File: config.mk
export PLATFORM = sky130hd
export DESIGN_NAME = btcq_cell
export DESIGN_NICKNAME = d
export VERILOG_FILES = /design/src/design/btcq_pkg.sv /design/src/design/btcq_cell.sv
export SDC_FILE = /design/constraint.sdc
export NUM_CORES = 1
export LEC_CHECK = 0
export BUFFER_PORTS_ARGS = -buffer_cell sky130_fd_sc_hd__clkbuf_2
export CAP_MARGIN = 15
export CORE_MARGIN = 3
export CORE_UTILIZATION = 45
export DETAILED_ROUTE_END_ITERATION = 12
export PLACE_DENSITY = 0.72
export SYNTH_ARGS = -nofsm -noshare
export SYNTH_HDL_FRONTEND = slang
export SYNTH_SLANG_ARGS = --single-unit
File: constraint.sdc
create_clock -name clk -period 10.1 [get_ports clk]
set_input_delay 1.01 -clock clk [delete_from_list [all_inputs] [get_ports clk]]
set_output_delay 1.01 -clock clk [all_outputs]
set_load 0.005 [all_outputs]
File: src/design/btcq_pkg.sv
`timescale 1ns / 1ps
`default_nettype none

package btcq_pkg;

  localparam logic [1:0] CMD_INSERT = 2'd0;
  localparam logic [1:0] CMD_CLEAR  = 2'd1;
  localparam logic [1:0] CMD_QUERY  = 2'd2;

  typedef struct packed {
    logic valid;
    logic hit;
  } chain_tok_t;

endpackage

`default_nettype wire

File: src/design/btcq_cell.sv
`timescale 1ns / 1ps
`default_nettype none

module btcq_cell import btcq_pkg::*; #(
  parameter int W = 32
) (
  input  wire logic                clk,
  input  wire logic                rst,
  input  wire logic                wr_en,
  input  wire logic signed [W-1:0] wr_cx,
  input  wire logic signed [W-1:0] wr_by,
  input  wire logic signed [W-1:0] wr_cz,
  input  wire logic        [W-2:0] wr_ex,
  input  wire logic        [W-2:0] wr_ey,
  input  wire logic        [W-2:0] wr_ez,
  input  wire logic                active,
  input  wire logic signed [W+1:0] q_xl,
  input  wire logic signed [W+1:0] q_xh,
  input  wire logic signed [W+1:0] q_zl,
  input  wire logic signed [W+1:0] q_zh,
  input  wire logic signed [W-1:0] q_y,
  input  wire chain_tok_t          tok_in,
  output chain_tok_t               tok_out
);

  logic signed [W-1:0] cx;
  logic signed [W-1:0] by;
  logic signed [W-1:0] cz;
  logic        [W-2:0] ex;
  logic        [W-2:0] ey;
  logic        [W-2:0] ez;

  logic signed [W+1:0] x_lo;
  logic signed [W+1:0] x_hi;
  logic signed [W+1:0] z_lo;
  logic signed [W+1:0] z_hi;
  logic signed [W:0]   y_top;
  logic                match;
  chain_tok_t          tok_next;

  always_ff @(posedge clk) begin
    if (wr_en) begin
      cx <= wr_cx;
      by <= wr_by;
      cz <= wr_cz;
      ex <= wr_ex;
      ey <= wr_ey;
      ez <= wr_ez;
    end
  end

  // x and z bounds at doubled scale so half extents stay exact
  always_comb begin
    x_lo  = $signed({cx[W-1], cx, 1'b0}) - $signed({3'b000, ex});
    x_hi  = $signed({cx[W-1], cx, 1'b0}) + $signed({3'b000, ex});
    z_lo  = $signed({cz[W-1], cz, 1'b0}) - $signed({3'b000, ez});
    z_hi  = $signed({cz[W-1], cz, 1'b0}) + $signed({3'b000, ez});
    y_top = $signed({by[W-1], by}) + $signed({2'b00, ey});
    match = (q_xh > x_lo) && (q_xl < x_hi) &&
            (q_y > by) && ($signed({q_y[W-1], q_y}) < y_top) &&
            (q_zh > z_lo) && (q_zl < z_hi);
    tok_next.valid = tok_in.valid;
    tok_next.hit   = tok_in.hit | (tok_in.valid & active & match);
  end

  always_ff @(posedge clk) begin
    if (rst) begin
      tok_out <= '0;
    end else begin
      tok_out <= tok_next;
    end
  end

endmodule

`default_nettype wire

Yosys cells after proc, flatten, opt, wreduce, memory -nomap -nowiden:

Cells that the tools add are included.

* reduce and logical (&&, ||, !) cells: 5
* bitwise gates (word level): 3
* magnitude comparators: 6
* $add $sub $neg: 5

Operators with widths (number)
* 33-bit by 32-bit adder with 34-bit output: 2
* 34-bit > comparator: 2
* 34-bit < comparator: 2
* 33-bit by 32-bit subtractor with 34-bit output: 2
* 32-bit by 32-bit adder with 33-bit output: 1
* 32-bit by 33-bit < comparator with 1-bit output: 1
* 32-bit > comparator: 1
* 1-bit logical AND: 5
* 1-bit bitwise AND: 2
* 1-bit bitwise OR: 1

* bits in registers: 191
* input bits: 363

Depth between registers and ports, before layout:

* word-level depth: 9
* gate-level depth with buffers: 24

Least setup slack after synthesis:

OpenSTA, ideal clock, no wires.

* path kind: reg-to-reg
* start point: reg ex[1]
* end point: reg tok_out[0] in the netlist's numbering
* path buffers: 0
* library setup time: 59 ps
* data arrival time: 4502 ps
* setup slack: 5539 ps
* cell stages (with the launch flop): 24
* cell sequence: edfxtp_1 -> ha_1 -> inv_1 -> fa_1 -> o21bai_1 -> a21oi_1 -> nor2_1 -> o31ai_1 -> nand2_1 -> a21boi_0 -> o21bai_1 -> a21oi_1 -> xnor2_1 -> ha_1 -> a21o_1 -> a21o_1 -> a21oi_1 -> o2111ai_1 -> a21oi_1 -> a2111oi_0 -> a2111oi_0 -> mux2_2 -> nor4_1 -> a31o_1

* cells in the longest elaborated chain, start to end: 9

Ends and longest elaborated chain
* from (decl): RTL line btcq_cell.sv:29 `logic [W-2:0] ex;`
* from (signal assigned): RTL line btcq_cell.sv:46 `ex <= wr_ex;`
* 33-bit by 32-bit subtractor with 34-bit output or 33-bit by 32-bit adder with 34-bit output (tied branches): RTL line btcq_cell.sv:54, btcq_cell.sv:55
* 34-bit > comparator or 34-bit < comparator (tied branches): RTL line btcq_cell.sv:59 `match = (q_xh > x_lo) && (q_xl < x_hi) &&`
* 1-bit logical AND (*) (2 in series): RTL line btcq_cell.sv:59
* 1-bit logical AND (*) (2 in series): RTL line btcq_cell.sv:60 `(q_y > by) && ($signed({q_y[W-1], q_y}) < y_top) &&`
* 1-bit logical AND (*): RTL line btcq_cell.sv:61 `(q_zh > z_lo) && (q_zl < z_hi);`
* 1-bit bitwise AND (*): RTL line btcq_cell.sv:63 `tok_next.hit = tok_in.hit | (tok_in.valid & active & match);`
* 1-bit bitwise OR (*): RTL line btcq_cell.sv:63
* to (signal assigned): RTL line btcq_cell.sv:70 `tok_out <= tok_next;`
* to (decl): RTL line btcq_cell.sv:23 `output chain_tok_t tok_out`

Every way passes the cells marked *; elsewhere a longest branch is shown, timed or not.
A chain may end at the register's enable or synchronous reset.

Worst setup path in the final report:

* start point: reg cz[5]
* end point: reg tok_out[0] in the netlist's numbering

* cells in the longest elaborated chain, start to end: 6

Ends and longest elaborated chain
* from (decl): RTL line btcq_cell.sv:28 `logic signed [W-1:0] cz;`
* from (signal assigned): RTL line btcq_cell.sv:45 `cz <= wr_cz;`
* 33-bit by 32-bit subtractor with 34-bit output: RTL line btcq_cell.sv:56 `z_lo = $signed({cz[W-1], cz, 1'b0}) - $signed({3'b000, ez});`
* 34-bit > comparator: RTL line btcq_cell.sv:61
* 1-bit logical AND: RTL line btcq_cell.sv:60
* 1-bit logical AND (*): RTL line btcq_cell.sv:61
* 1-bit bitwise AND (*): RTL line btcq_cell.sv:63
* 1-bit bitwise OR (*): RTL line btcq_cell.sv:63

Marked as above.

==> results.py <==
metrics = {
    "yosys": {
        "netlist_area_um2": 17900,
        "yosysWarnings": 0,
        "synth_most_common_cell": "ha_1",
        "async_flop_share": 0,
        "syn_avg_cell_area_um2": 9.60,
        "syn-num-nets": 2587,
        "synth_commonest_cells": "ha_1 (349), edfxtp_1 (189), a21oi_1 (179)",
        "synth_seq_cells": 191,
        "yosysUniqueCellTypes": 77,
        "synth.largest_area_cell": "edfxtp_1",
        "synthTopCellsByArea": "edfxtp_1 (32%), ha_1 (24%), a21oi_1 (5.0%), xnor2_1 (4.8%), a21o_1 (3.9%)",
        "synth-main-ff-cell": "edfxtp_1",
        "synth-seq-area-share": 0.319,
        "synth_top_area_frac": 0.316,
        "synth_edf_count": 189,
        "postSynthCellCount": 1870,
    },
    "grt": {
        "track_usage": 0.238,
        "antenna_found_initial": 9,
        "grt_pass1_wl_um": 77900,
        "grt_max_degree": 89,
        "grt_pass1_vias": 15014,
        "grt_overflow": 0,
    },
    "pwr": {
        "p_sw_frac": 0.379,
        "powerDensity_nw_per_um2": 145,
        "finalPower_w": 0.00302,
        "switchingPower_w": 0.00114,
        "p_comb_frac": 0.457,
        "p_seq_frac": 0.325,
        "internal_power_w": 0.00187,
        "worst_ir_drop_vdd_uv": 148,
        "clockPowerShare": 0.217,
        "p_leak_nw": 9.94,
    },
    "route": {
        "wl_per_cell_um": 18.5,
        "postRouteAntennaNets": 0,
        "drtPass1Iterations": 5,
        "drc_errors": 0,
        "num_vias": 15353,
        "via_per_inst": 5.59,
        "routed_wl_um": 50900,
        "drt_iter0_drc": 968,
    },
    "cells_and_area": {
        "multi_input_area_um2": 11400,
        "drive_gt1_frac": 0.188,
        "ff_latch_area_um2": 5720,
        "areaGrowthSynthToFinish_pct": 15.9,
        "nets": 2927,
        "fillers": 3572,
    },
    "sta": {
        "fin_crit_ns": 5.71,
        "finalWorstSetupSlack_ns": 4.39,
        "fmax_ghz": 0.175,
        "slew_headroom": 0.297,
        "finalHoldViolCount": 0,
        "slew_violations": 0,
        "skew_ns": 0.0138,
        "worst_pin_slew_ns": 1.06,
        "tns_ns": 0,
        "holdWs_ns": 0.681,
        "setup_viol": 0,
        "rsz0062_at_grt": "false",
        "timing.final.crit_share": 0.565,
    },
    "clocking": {
        "cts_setup_buffers": 0,
        "htreeDepth": 4,
        "clk_pin_slew_ns": 0.08,
        "clock_path_buffers": 2,
        "root_buffer": "clkbuf_16",
        "cts_tree": "yes",
        "hold_buffers": 0,
        "cts_num_sinks": 191,
        "cts.repair.resized": 0,
        "cts_buffers": 17,
        "clock_latency_ns": 0.49,
    },
    "placement": {
        "hpwl_um": 42900,
        "dpl_worst_slack_ns": 4.34,
        "routabilityCongestion": 0.946,
        "io_buffer_count": 364,
    },
    "critical_path": {
        "worstSetupPathType": "reg -> reg",
        "required_ns": 10.50,
        "cp-end-kind": "flop",
        "arrival_ns": 6.10,
        "path_max_fanout": 12,
        "start_kind": "flop",
    },
    "floorplanning": {
        "coreArea_um2": 39000,
        "start_util": 0.460,
        "die_area_um2": 42300,
        "die_w_um": 206,
        "io_pins": 365,
        "core.rowCount": 72,
        "fp.dieH_um": 206,
    },
    "run_status": {
        "outcome": "finished clean",
    },
    "job": {
        "cap_violations": 0,
    },
    "worst_hold_path": {
        "min_path_type": "in -> reg",
    },
}
[critical path, cell delays in order (launching register included)]
cell and delay (ns):
edfxtp_1 0.41, ha_1 0.53, nand4_1 0.23, a2111o_1 0.44
a31oi_1 0.52, o221ai_1 0.39, o21a_1 0.32, nor2b_1 0.16
and2b_1 0.18, o21ai_1 0.11, a221oi_1 0.35, ha_1 0.23
nand4_1 0.16, or4_1 0.49, o21ai_0 0.26, a41oi_1 0.14
o31ai_1 0.13, a21oi_1 0.06, o311ai_0 0.19, nor4_1 0.09
a31o_1 0.23
[per-stage QoR]
stage	area, µm²	util	cells
5_1_grt	20800	0.533	2744
3_3_place_gp	20200	0.519	2709
6_report	20800	0.533	2747
4_1_cts	20800	0.533	2741
2_1_floorplan	17900	-	1870
3_5_place_dp	20200	0.519	2709
[cells by family (layout without fill, tap and decap cells)]
family          count (synthesis)  count (layout)  share of synthesized area
flops                         191             191                      0.319
buf+inv                       219             572                     0.0473
fa+ha+maj                     354             354                      0.249
simple gates                  423             423                      0.119
other cells                     0               6                          0
xor+xnor                      137             137                     0.0669
compound gates                544             544                      0.198
mux                             2               2                    0.00119
[layer usage]
layer	GRT usage	part of all wire	up-vias
met5	0	0.0010	-
met3	0.0505	0.073	80
met1	0.300	0.42	7201
met2	0.401	0.48	504
li1	-	-	7560
met4	0.0906	0.030	8
[power by group through the flow]
stage | logic [W] | clock network (W) | registers (W)
finish | 0.00138 | 0.000656 | 0.000982
global route | 0.00156 | 0.000710 | 0.000990
CTS | 0.00138 | 0.000676 | 0.000983
detailed placement | 0.00137 | 0 | 0.000999
global placement | 0.00133 | 0 | 0.000997
floorplan | 0.000993 | 0 | 0.000985
[cell type report]
class                   count  share of cell area
multi-input cells        1460               0.547
flip-flops and latches    191               0.275
repair buffers            366              0.0886
inverters                 174              0.0314
well taps                 518              0.0312
clock buffers              21              0.0212
clock inverters            11             0.00457
diodes                      6            0.000722
[worst paths after layout]
check | from | end | slack, ns | depth (start not counted)
min reg2reg | by[31] | tok_out[0] | 1.04 | 5
max reg2reg | cz[5] | tok_out[0] | 4.39 | 20
max | cz[5] | tok_out[0] | 4.39 | 20
min | wr_ez[10] | ez[10] | 0.68 | 1
[cell usage in the layout, fill, tap and decap left out, drive strengths merged, types with 6 or more instances in the layout]
cell,count
clkbuf,384
ha,349
edfxtp,189
a21oi,180
inv,180
nor2,120
xnor2,98
o21ai,97
a21o,94
nand2,65
nand4,43
nand2b,40
xor2,39
nor3,36
o21bai,34
nor2b,31
nand3,26
a31oi,17
a211oi,16
o31ai,15
o21a,14
nor4,13
a221oi,11
and3,10
or3,10
o211ai,8
a2111oi,8
and2,7
diode,6
or4,6
[flip-flops by register name, indices dropped and copies added (netlist names)]
| register | count |
|---|---|
| cz | 32 |
| ez | 31 |
| by | 32 |
| ex | 31 |
| ey | 31 |
| cx | 32 |
| tok_out | 2 |
Note: power is estimated with default switching activity, not from simulation.
